## config.mk

```make
export PLATFORM = sky130hd
export DESIGN_NAME = bounded_queue_with_priority_front_top
export DESIGN_NICKNAME = d
export VERILOG_FILES = /design/src/hw/rtl/bqpf_pkg.sv /design/src/hw/rtl/bqpf_cell.sv /design/src/hw/rtl/bqpf_ctrl.sv /design/src/hw/rtl/bounded_queue_with_priority_front_top.sv
export VERILOG_INCLUDE_DIRS = /design/src /design/src/hw/rtl
export SDC_FILE = /design/constraint.sdc
export NUM_CORES = 1
export LEC_CHECK = 0
export ABC_AREA = 1
export ABC_CLOCK_PERIOD_IN_PS = 8189
export BUFFER_PORTS_ARGS = -buffer_cell sky130_fd_sc_hd__buf_4
export CAP_MARGIN = 20
export CELL_PAD_IN_SITES_DETAIL_PLACEMENT = 0
export CELL_PAD_IN_SITES_GLOBAL_PLACEMENT = 1
export CORE_MARGIN = 4
export CORE_UTILIZATION = 49
export DETAILED_ROUTE_END_ITERATION = 7
export HOLD_SLACK_MARGIN = 0.08
export PLACE_DENSITY = 0.87
export SLEW_MARGIN = 10
export SYNTH_ARGS = -nofsm -noshare
export SYNTH_HDL_FRONTEND = slang
export SYNTH_SLANG_ARGS = --single-unit
export TNS_END_PERCENT = 10
```

## constraint.sdc

```tcl
create_clock -name clk_i -period 8.19 [get_ports clk_i]
set_input_delay 1.638 -clock clk_i [delete_from_list [all_inputs] [get_ports clk_i]]
set_output_delay 1.638 -clock clk_i [all_outputs]
set_load 0.02 [all_outputs]
```

## src/hw/rtl/bounded_queue_with_priority_front_top_assert.svh

```systemverilog
// ----------------------------------------------------------------------------
// Assertion macros for the bounded queue with priority front
// Shared concurrent assertion forms used by the queue RTL.
// ----------------------------------------------------------------------------
`ifndef BOUNDED_QUEUE_WITH_PRIORITY_FRONT_TOP_ASSERT_SVH
`define BOUNDED_QUEUE_WITH_PRIORITY_FRONT_TOP_ASSERT_SVH

// Same-cycle implication, disabled while reset is asserted.
`define BQPF_ASSERT_NOW(lbl, clk, rst_n, ante, cons, msg) \
  lbl: assert property (@(posedge clk) disable iff (!rst_n) (ante) |-> (cons)) \
    else $error(msg);

// Next-cycle implication, disabled while reset is asserted.
`define BQPF_ASSERT_NEXT(lbl, clk, rst_n, ante, cons, msg) \
  lbl: assert property (@(posedge clk) disable iff (!rst_n) (ante) |=> (cons)) \
    else $error(msg);

`endif

```

## src/hw/rtl/bqpf_pkg.sv

```systemverilog
// ----------------------------------------------------------------------------
// Bounded queue with priority front: package
// Shared constants, codes and transaction types of the queue.
// ----------------------------------------------------------------------------
package bqpf_pkg;

  localparam int StoreDepth   = 8;
  localparam int ValueWidth   = 32;
  localparam int CountWidth   = $clog2(StoreDepth + 1);
  localparam int LimitWidth   = 4;
  localparam int CmpWidth     = (CountWidth > LimitWidth) ? CountWidth : LimitWidth;
  localparam logic [LimitWidth-1:0] LimitReset = LimitWidth'(5);

  typedef enum logic [1:0] {
    OpInsert    = 2'd0,
    OpRemove    = 2'd1,
    OpAbandon   = 2'd2,
    OpEmergency = 2'd3
  } op_e;

  typedef enum logic [2:0] {
    StOk       = 3'd0,
    StLimit    = 3'd1,
    StEmpty    = 3'd2,
    StNotFound = 3'd3,
    StFull     = 3'd4
  } status_e;

  typedef struct packed {
    op_e                           opcode;
    logic signed [ValueWidth-1:0]  value;
  } req_t;

  typedef struct packed {
    logic signed [ValueWidth-1:0]  removed_value;
    status_e                       status;
    logic [CountWidth-1:0]         occupancy;
  } rsp_t;

  typedef struct packed {
    logic                          valid;
    logic                          emer;
    logic signed [ValueWidth-1:0]  value;
  } link_t;

  typedef struct packed {
    logic                          hit;
    logic                          emer;
  } srch_t;

  typedef struct packed {
    logic                          push_tail;
    logic                          push_head;
    logic                          pop_head;
    logic                          del;
    logic signed [ValueWidth-1:0]  value;
  } cmd_t;

endpackage

```

## src/hw/rtl/bqpf_cell.sv

```systemverilog
// ----------------------------------------------------------------------------
// Bounded queue with priority front: storage cell
// Holds one entry and moves it towards or away from the head as commanded.
// ----------------------------------------------------------------------------
module bqpf_cell (
  input  logic           clk_i,
  input  logic           rst_ni,
  input  bqpf_pkg::cmd_t  cmd_i,
  input  bqpf_pkg::link_t left_i,
  input  bqpf_pkg::link_t right_i,
  input  bqpf_pkg::srch_t srch_i,
  output bqpf_pkg::srch_t srch_o,
  output bqpf_pkg::link_t state_o
);

  logic                                   valid_q, valid_d;
  logic                                   emer_q, emer_d;
  logic signed [bqpf_pkg::ValueWidth-1:0] value_q, value_d;
  logic                                   mine;

  assign mine        = valid_q && (value_q == cmd_i.value);
  assign srch_o.hit  = srch_i.hit | mine;
  assign srch_o.emer = srch_i.hit ? srch_i.emer : emer_q;

  always_comb begin
    valid_d = valid_q;
    emer_d  = emer_q;
    value_d = value_q;
    if (cmd_i.push_tail) begin
      if (!valid_q && left_i.valid) begin
        valid_d = 1'b1;
        emer_d  = 1'b0;
        value_d = cmd_i.value;
      end
    end else if (cmd_i.push_head) begin
      valid_d = left_i.valid;
      emer_d  = left_i.emer;
      value_d = left_i.value;
    end else if (cmd_i.pop_head || (cmd_i.del && srch_o.hit)) begin
      valid_d = right_i.valid;
      emer_d  = right_i.emer;
      value_d = right_i.value;
    end
  end

  always_ff @(posedge clk_i or negedge rst_ni) begin
    if (!rst_ni) begin
      valid_q <= 1'b0;
      emer_q  <= 1'b0;
    end else begin
      valid_q <= valid_d;
      emer_q  <= emer_d;
    end
  end

  always_ff @(posedge clk_i) begin
    value_q <= value_d;
  end

  assign state_o.valid = valid_q;
  assign state_o.emer  = emer_q;
  assign state_o.value = value_q;

endmodule

```

## src/hw/rtl/bqpf_ctrl.sv

```systemverilog
// ----------------------------------------------------------------------------
// Bounded queue with priority front: control
// Keeps the counts and the limit, decides each operation and registers the result.
// ----------------------------------------------------------------------------
module bqpf_ctrl (
  input  logic                                 clk_i,
  input  logic                                 rst_ni,
  input  logic                                 accept_i,
  input  bqpf_pkg::req_t                       req_i,
  input  logic                                 cfg_we_i,
  input  logic [bqpf_pkg::LimitWidth-1:0]      cfg_wdata_i,
  input  bqpf_pkg::link_t                      head_i,
  input  bqpf_pkg::srch_t                      srch_i,
  output bqpf_pkg::cmd_t                       cmd_o,
  output logic                                 rsp_valid_o,
  output bqpf_pkg::rsp_t                       rsp_o
);

  logic [bqpf_pkg::CountWidth-1:0] cnt_q, cnt_d;
  logic [bqpf_pkg::CountWidth-1:0] reg_q, reg_d;
  logic [bqpf_pkg::LimitWidth-1:0] limit_q;
  logic                            rsp_valid_q;
  bqpf_pkg::rsp_t                  rsp_q, rsp_d;
  logic                            empty, full, limit_hit;

  assign empty     = (cnt_q == '0);
  assign full      = (cnt_q == bqpf_pkg::CountWidth'(bqpf_pkg::StoreDepth));
  assign limit_hit = (bqpf_pkg::CmpWidth'(reg_q) >= bqpf_pkg::CmpWidth'(limit_q));

  always_comb begin
    cmd_o                 = '0;
    cmd_o.value           = req_i.value;
    cnt_d                 = cnt_q;
    reg_d                 = reg_q;
    rsp_d.removed_value   = '0;
    rsp_d.status          = bqpf_pkg::StOk;
    case (req_i.opcode)
      bqpf_pkg::OpInsert: begin
        if (limit_hit) begin
          rsp_d.status = bqpf_pkg::StLimit;
        end else if (full) begin
          rsp_d.status = bqpf_pkg::StFull;
        end else begin
          cmd_o.push_tail = accept_i;
          cnt_d           = cnt_q + 1'b1;
          reg_d           = reg_q + 1'b1;
        end
      end
      bqpf_pkg::OpRemove: begin
        if (empty) begin
          rsp_d.status = bqpf_pkg::StEmpty;
        end else begin
          cmd_o.pop_head      = accept_i;
          rsp_d.removed_value = head_i.value;
          cnt_d               = cnt_q - 1'b1;
          if (!head_i.emer && reg_q != '0) begin
            reg_d = reg_q - 1'b1;
          end
        end
      end
      bqpf_pkg::OpAbandon: begin
        if (empty) begin
          rsp_d.status = bqpf_pkg::StEmpty;
        end else if (!srch_i.hit) begin
          rsp_d.status = bqpf_pkg::StNotFound;
        end else begin
          cmd_o.del = accept_i;
          cnt_d     = cnt_q - 1'b1;
          if (!srch_i.emer && reg_q != '0) begin
            reg_d = reg_q - 1'b1;
          end
        end
      end
      bqpf_pkg::OpEmergency: begin
        if (full) begin
          rsp_d.status = bqpf_pkg::StFull;
        end else begin
          cmd_o.push_head = accept_i;
          cnt_d           = cnt_q + 1'b1;
        end
      end
      default: begin
        rsp_d.status = bqpf_pkg::StOk;
      end
    endcase
    rsp_d.occupancy = cnt_d;
  end

  always_ff @(posedge clk_i or negedge rst_ni) begin
    if (!rst_ni) begin
      cnt_q       <= '0;
      reg_q       <= '0;
      limit_q     <= bqpf_pkg::LimitReset;
      rsp_valid_q <= 1'b0;
    end else begin
      if (accept_i) begin
        cnt_q <= cnt_d;
        reg_q <= reg_d;
      end
      if (cfg_we_i) begin
        limit_q <= cfg_wdata_i;
      end
      rsp_valid_q <= accept_i;
    end
  end

  always_ff @(posedge clk_i) begin
    if (accept_i) begin
      rsp_q <= rsp_d;
    end
  end

  assign rsp_valid_o = rsp_valid_q;
  assign rsp_o       = rsp_q;

`include "bounded_queue_with_priority_front_top_assert.svh"

  `BQPF_ASSERT_NOW(a_reg_le_cnt, clk_i, rst_ni, 1'b1, reg_q <= cnt_q,
                   "regular count exceeds entry count")
  `BQPF_ASSERT_NOW(a_cnt_le_depth, clk_i, rst_ni, 1'b1,
                   cnt_q <= bqpf_pkg::CountWidth'(bqpf_pkg::StoreDepth),
                   "entry count exceeds storage")
  `BQPF_ASSERT_NEXT(a_rsp_follows, clk_i, rst_ni, accept_i, rsp_valid_q,
                    "accepted transaction gave no result")
  `BQPF_ASSERT_NEXT(a_no_spurious, clk_i, rst_ni, !accept_i, !rsp_valid_q,
                    "result without a transaction")
  `BQPF_ASSERT_NOW(a_occ_match, clk_i, rst_ni, rsp_valid_q, rsp_q.occupancy == cnt_q,
                   "reported occupancy differs from count")

endmodule

```

## src/hw/rtl/bounded_queue_with_priority_front_top.sv

```systemverilog
// ----------------------------------------------------------------------------
// Bounded queue with priority front: top level
// A row of storage cells with a control block that keeps counts and results.
// ----------------------------------------------------------------------------
// Usage:
// A command transaction is taken on a rising edge where start is high and busy
// is low; req_i carries the opcode and the value. Busy is never raised, so a
// new command may be given in every cycle: one transaction per clock.
// Each command gives exactly one result, presented on rsp_o for one cycle
// with rsp_valid_o high, in the cycle after the command was taken. The result
// cannot be held off by the receiver, who must take it in that cycle.
// All cells compare against the value at once, and the cells that move shift
// by one place in the same edge.
// The regular limit is written through cfg_we_i and cfg_wdata_i. The user must
// write it only while no command is in flight; the block does not enforce it.
// Reset empties the queue, clears the counts and sets the limit to five.
// ----------------------------------------------------------------------------
module bounded_queue_with_priority_front_top (
  input  logic                            clk_i,
  input  logic                            rst_ni,
  input  logic                            start,
  output logic                            busy,
  input  bqpf_pkg::req_t                  req_i,
  output logic                            rsp_valid_o,
  output bqpf_pkg::rsp_t                  rsp_o,
  input  logic                            cfg_we_i,
  input  logic [bqpf_pkg::LimitWidth-1:0] cfg_wdata_i
);

  logic            accept;
  bqpf_pkg::cmd_t  cmd;
  bqpf_pkg::link_t head_in;
  bqpf_pkg::link_t cell_st [bqpf_pkg::StoreDepth];
  bqpf_pkg::srch_t srch    [bqpf_pkg::StoreDepth+1];

  assign busy   = 1'b0;
  assign accept = start & ~busy;

  assign head_in.valid = 1'b1;
  assign head_in.emer  = 1'b1;
  assign head_in.value = cmd.value;
  assign srch[0]       = '0;

  for (genvar i = 0; i < bqpf_pkg::StoreDepth; i++) begin : g_cell
    bqpf_pkg::link_t left, right;
    if (i == 0) begin : g_first
      assign left = head_in;
    end else begin : g_mid
      assign left = cell_st[i-1];
    end
    if (i == bqpf_pkg::StoreDepth - 1) begin : g_last
      assign right = '0;
    end else begin : g_inner
      assign right = cell_st[i+1];
    end
    bqpf_cell u_cell (
      .clk_i   (clk_i),
      .rst_ni  (rst_ni),
      .cmd_i   (cmd),
      .left_i  (left),
      .right_i (right),
      .srch_i  (srch[i]),
      .srch_o  (srch[i+1]),
      .state_o (cell_st[i])
    );
  end

  bqpf_ctrl u_ctrl (
    .clk_i       (clk_i),
    .rst_ni      (rst_ni),
    .accept_i    (accept),
    .req_i       (req_i),
    .cfg_we_i    (cfg_we_i),
    .cfg_wdata_i (cfg_wdata_i),
    .head_i      (cell_st[0]),
    .srch_i      (srch[bqpf_pkg::StoreDepth]),
    .cmd_o       (cmd),
    .rsp_valid_o (rsp_valid_o),
    .rsp_o       (rsp_o)
  );

endmodule
```

==> results of run 1 <==
## flip-flops by register name, summed over array words and instances (netlist names)
name,flops
g_cell.u_cell.emer_q,8
g_cell.u_cell.valid_q,8
g_cell.u_cell.value_q,256
u_ctrl.cnt_q,4
u_ctrl.limit_q,4
u_ctrl.reg_q,4
u_ctrl.rsp_o,39
u_ctrl.rsp_valid_o,1
## metrics by stage
stage / worst slack [ps] / util, % / hold WS, ps / std cells
floorplan: 4140 / - / 465 / 2800
global placement: 2760 / 51.9 / 483 / 3314
detailed placement: 2770 / 51.9 / 493 / 3314
CTS: 3350 / 54.8 / 501 / 3385
global route: 3050 / 54.8 / 512 / 3385
finish: 3160 / 54.8 / 498 / 3385
## worst min-delay path by stage
stage	start	endpoint	slack [ps]
4_1_cts	u_ctrl.limit_q[2]	u_ctrl.limit_q[2]	500
3_5_place_dp	u_ctrl.limit_q[2]	u_ctrl.limit_q[2]	490
6_report	u_ctrl.limit_q[2]	u_ctrl.limit_q[2]	500
3_3_place_gp	u_ctrl.limit_q[2]	u_ctrl.limit_q[2]	480
2_1_floorplan	u_ctrl.limit_q[2]	u_ctrl.limit_q[2]	470
5_1_grt	u_ctrl.limit_q[2]	u_ctrl.limit_q[2]	510
## cell families after synthesis
kind of cell	count (synthesis)	synth area share, %
DFF	324	45.5
other	1	0.0178
xor gates and xnor gates	71	2.99
and+or+nand+nor	1387	28.0
AOI/OAI and AO/OA	553	13.8
adders and majority gates	13	0.808
buffers and inverters	450	8.81
muxes	1	0.0534
## power by group through the flow
stage          clock, mW  sequential (mW)  combinational [mW]
3_5_place_dp           0             2.40                1.45
2_1_floorplan          0             2.33               0.943
3_3_place_gp           0             2.39                1.44
6_report            1.76             2.38                1.51
4_1_cts             1.77             2.37                1.46
5_1_grt             1.85             2.40                1.63
## worst register-to-register path, cell delays in order (launching register included)
cell	delay (ps)
dfstp_2	510
inv_1	50
ha_1	300
nand4_1	100
nand3_1	270
nor2_1	160
inv_1	80
buf_4	310
nor2_4	40
buf_4	280
nor2_4	130
buf_4	470
inv_2	90
a21oi_2	510
nand2_1	260
nand2_1	120
inv_1	40
nand2_1	130
inv_1	60
buf_4	290
## layout make-up
class	count	area share, %
sequential	324	41.4
clock buffer	57	5.04
tap	539	2.91
clock inverter	14	0.411
inverter	328	5.35
timing repair buffer	97	3.25
multi-input combinational	2026	41.6
## cell usage after synthesis (31+ instances only)
library cell | instances | share of area (%)
nor3_1 | 39 | 0.93
nand3_1 | 70 | 1.7
inv_2 | 33 | 0.59
inv_1 | 292 | 5.2
xor2_1 | 34 | 1.4
nand2_1 | 851 | 15
or2_2 | 31 | 0.92
edfxtp_1 | 295 | 42
xnor2_1 | 36 | 1.5
nand4_1 | 82 | 2.4
o21ai_0 | 471 | 11
clkbuf_1 | 63 | 1.1
nor2_1 | 249 | 4.4
## layer usage
layer | up-vias | global-route usage [%]
li1 | 9349 | -
met1 | 9650 | 53.9
met2 | 1618 | 54.3
met3 | 244 | 6.02
met4 | 0 | 17.7
met5 | - | 0
==> impl_metrics.tcl, run 1 <==
set metrics [dict create \
    grt_max_degree 238 \
    core_sq_um 42200 \
    fmax_ghz 0.199 \
    clkTransAtPathRegs_ps 60 \
    numCtsBuffers 40 \
    fp.dieW_um 215 \
    drc 0 \
    highest_layer "met4" \
    fin_crit_ps 5030 \
    final_layout_size_suffix_gt1_share_pct 9.21 \
    placementRows 75 \
    cp.arrival_ps 5280 \
    slew_headroom_pct 22.2 \
    io_buffers 81 \
    wl_met1_mm 35.5 \
    syn_inst 2800 \
    vdd_ir_drop_max_uv 177 \
    grt_pass1_vias 19000 \
    ff2ff_path_depth 19 \
    fin_nets 2872 \
    wl_mm 88.8 \
    swShare_pct 36.2 \
    grt_antenna_before_repair 0 \
    clk_latency_ps 570 \
    min_path_cells 2 \
    r2r-end "g_cell[4].u_cell.value_q[13]" \
    power.net_switching_mw 2.05 \
    seqCellArea_sq_um 9590 \
    post-route-period-util_pct 61.4 \
    p_per_area_nw_per_um2 244 \
    first_iter_violations 3708 \
    routed-wl-met3_mm 11.1 \
    clock_path_buffers 3 \
    htreeDepth 2 \
    layout_common_cells "851 x nand2_1, 471 x o21ai_0, 295 x edfxtp_1" \
    initial_core_util_pct 49.9 \
    finClkSkew_ps 14.4 \
    grt_setup_unrepaired "no" \
    reg2reg_slack_ps 3650 \
    synth_seq_area_share_pct 45.5 \
    hold_buffers 0 \
    dieArea_sq_um 46400 \
    critPathMaxStageDelay_ps 510 \
    viasPerCell 6.16 \
    yosys_register_bits 324 \
    grt_overflow 0 \
    groute.usage.overall_pct 37.1 \
    p_int_mw 3.60 \
    yosys_warnings 0 \
    netlist-cell-type-count 62 \
    post-cts-setup-buffers 0 \
    worst-path-buf-inv 11 \
    required_ps 8450 \
    syn_area_sq_um 21100 \
    post_dp_cell_area_sq_um 21900 \
    r2r_start "u_ctrl.limit_q[2]" \
    multiInputGateArea_sq_um 9650 \
    crit_cells 19 \
    synth_area_per_cell_sq_um 7.52 \
    cp_max_fo 65 \
    grt_first_pass_wirelength_mm 128 \
    stdcell_area_sq_um 23200 \
    fill_cells 4050 \
    synth_edf_count 295 \
    clockRootBuffer "clkbuf_16" \
    die_y_um 215 \
    cts_tree "done" \
    crit_path_end_kind "flip-flop" \
    syn_nets 2855 \
    gp_congestion 1.07 \
    async_reset_ff_share_pct 8.95 \
    tightest_slew_ps 1170 \
    detail_route.first_pass.iterations 6 \
    worstSetupStartpoint "req_i[32]" \
    path_class "input port to flip-flop" \
    critPathTopFamily "buffers and inverters" \
    worstHoldPathType "flip-flop to flip-flop" \
    cp-endpoint "g_cell[4].u_cell.value_q[13]" \
    ant_nets 0 \
    drv_cap 0 \
    place.detailed.hpwl_mm 68.0 \
    clkSinkCount 324 \
    finalSetupViolCount 0 \
    dr_total_vias 20900 \
    area_growth_pct 9.92 \
    final_common_cell "nand2_1" \
    power.leakage_nw 9.89 \
    total_power_mw 5.65 \
    diodes 0 \
    wl_per_cell_um 26.2 \
    slew_violations 0 \
    status "finished, final reports clean" \
    p_seq_share_pct 42.2 \
    ioPinCount 83 \
    crit_slowest_cell "a21oi_2" \
    ys.flop_type "edfxtp_1" \
    cts_resized 0 \
    crit_chain "buf_4 > inv_1 > ha_1 > inv_1 > nor2_1 > inv_1 > buf_4 > nor2_4 > buf_4 > nor2_4 > buf_4 > inv_2 > a21oi_2 > nand2_1 > nand2_1 > inv_1 > nand2_1 > inv_1 > buf_4" \
    hold_viol 0 \
    pwr-share-clk_pct 31.1 \
    combinationalPowerShare_pct 26.7 \
    setup_tns_ps 0 \
    cp-start-kind "input port" \
    wl_met2_mm 37.1 \
]
(Power assumes the default switching activity.)
==> run 2, diff against run 1 <==
ABC_CLOCK_PERIOD_IN_PS = 5000   (was 8189)
CORE_UTILIZATION = 47   (was 49)
PLACE_DENSITY = 0.84   (was 0.87)
clock period = 5 ns   (was 8.19 ns; I/O delays follow)
==> impl_metrics.tcl, run 2 (synthesis gave the netlist of run 1 again) <==
set metrics [dict create \
    grt_max_degree 192 \
    die_y_um 220 \
    initial_core_util_pct 47.6 \
    drv_cap 0 \
    cts_tree "done" \
    dieArea_sq_um 48300 \
    area_growth_pct 11.9 \
    finalSetupViolCount 0 \
    gp_congestion 1.13 \
    grt_setup_unrepaired "no" \
    placementRows 77 \
    finClkSkew_ps 28.8 \
    p_per_area_nw_per_um2 410 \
    drc 0 \
    place.detailed.hpwl_mm 72.6 \
    crit_path_end_kind "flip-flop" \
    highest_layer "met4" \
    cp.arrival_ps 4360 \
    routed-wl-met3_mm 12.2 \
    vdd_ir_drop_max_uv 282 \
    path_class "input port to flip-flop" \
    max_flop_register "g_cell.u_cell.value_q" \
    core_sq_um 44200 \
    final_layout_size_suffix_gt1_share_pct 9.64 \
    fin_nets 2886 \
    layout_common_cells "851 x nand2_1, 471 x o21ai_0, 295 x edfxtp_1" \
    slew_headroom_pct 26.6 \
    clkSinkCount 324 \
    post-route-period-util_pct 81.3 \
    clkTransAtPathRegs_ps 60 \
    cp_max_fo 33 \
    grt_first_pass_wirelength_mm 132 \
    dr_total_vias 21100 \
    wl_per_cell_um 27.3 \
    first_iter_violations 3483 \
    cp-start-kind "input port" \
    clockRootBuffer "clkbuf_16" \
    detail_route.first_pass.iterations 6 \
    postLayoutCoreUtil_pct 53.3 \
    io_buffers 81 \
    slew_violations 0 \
    power.leakage_nw 10.0 \
    tightest_slew_ps 1100 \
    largest_reg_flops 256 \
    viasPerCell 6.10 \
    cts_resized 0 \
    required_ps 5290 \
    post-place-ws_ps 611 \
    ioPinCount 83 \
    clk_latency_ps 600 \
    wl_met2_mm 40.0 \
    status "finished, final reports clean" \
    total_power_mw 9.66 \
    wl_mm 94.4 \
    numCtsBuffers 41 \
    ant_nets 0 \
    htreeDepth 2 \
    post-cts-setup-buffers 0 \
    fp.dieW_um 220 \
    grt_overflow 0 \
    setup_slack_ps 934 \
    grt_antenna_before_repair 1 \
    hold_buffers 0 \
    worstHoldPathType "input port to async pin" \
    clock_path_buffers 3 \
    groute.usage.overall_pct 38.1 \
    fmax_ghz 0.246 \
    grt_pass1_vias 19200 \
    hold_viol 0 \
    fin_crit_ps 4070 \
    setup_tns_ps 0 \
    wl_met1_mm 37.2 \
    final_common_cell "nand2_1" \
]
run 2: cell types whose count changed in the layout (fill, tap and decap cells not counted), sizes merged:
| cell | previous run | this run |
|---|---|---|
| clkbuf | 57 | 53 |
| clkinvlp | 0 | 2 |
| diode | 0 | 1 |
| bufinv | 1 | 5 |
| buf | 97 | 110 |
| clkinv | 12 | 15 |
run 2: where the power goes:
group	switching, mW	internal (mW)	leakage, nW
Combinational	1.88	0.745	6.22
Sequential	0.378	3.52	3.13
Clock	1.28	1.86	0.672
Total	3.53	6.13	10.0
run 2: path summary, 6_finish.rpt:
kind                                              startpoint                            to  slack, ps  cells after the start
worst max-delay path                               req_i[31]  g_cell[7].u_cell.value_q[26]        930                     16
worst min-delay path                                  rst_ni               u_ctrl.cnt_q[3]        360                      1
worst max register to register  g_cell[0].u_cell.value_q[19]  g_cell[7].u_cell.value_q[26]       1400                     15
worst min register to register             u_ctrl.limit_q[2]             u_ctrl.limit_q[2]        510                      2
max in group asynchronous                             rst_ni             u_ctrl.limit_q[0]       4270                      1
min in group clk_i                         u_ctrl.limit_q[2]             u_ctrl.limit_q[2]        510                      2
run 2: layout make-up:
type                       instances  area (sq um)
timing repair buffer             110           976
multi-input combinational       2026          9650
clock inverter                    23           244
sequential                       324          9590
tap                              592           741
inverter                         328          1240
antenna                            1          2.50
fill                            4356         20700
clock buffer                      53          1130
run 2: worst max-delay path: stages:
cell and delay, ps:
buf_4 190, inv_1 480, nand2_1 160, nand2_1 120
nor2_1 60, nand4_1 70, nor2_1 70, nand3_1 170
nand4_1 160, nor2_1 470, nand4_2 500, nand2_2 180
nand2_2 150, o21ai_1 200, inv_1 110, buf_12 180
run 2: stage by stage:
step           std cells  hold WS [ps]  area, sq um
6_report            3457           364        23600
4_1_cts             3456           360        23600
5_1_grt             3457           394        23600
2_1_floorplan       2800           465        21100
3_5_place_dp        3380           506        22200
3_3_place_gp        3380           499        22200
run 2: routing by layer:
metal | GRT usage [%] | up-vias
met1 | 54.1 | 9817
met4 | 17.1 | 0
li1 | - | 9364
met2 | 56.7 | 1679
met3 | 7.42 | 240
met5 | 0 | -
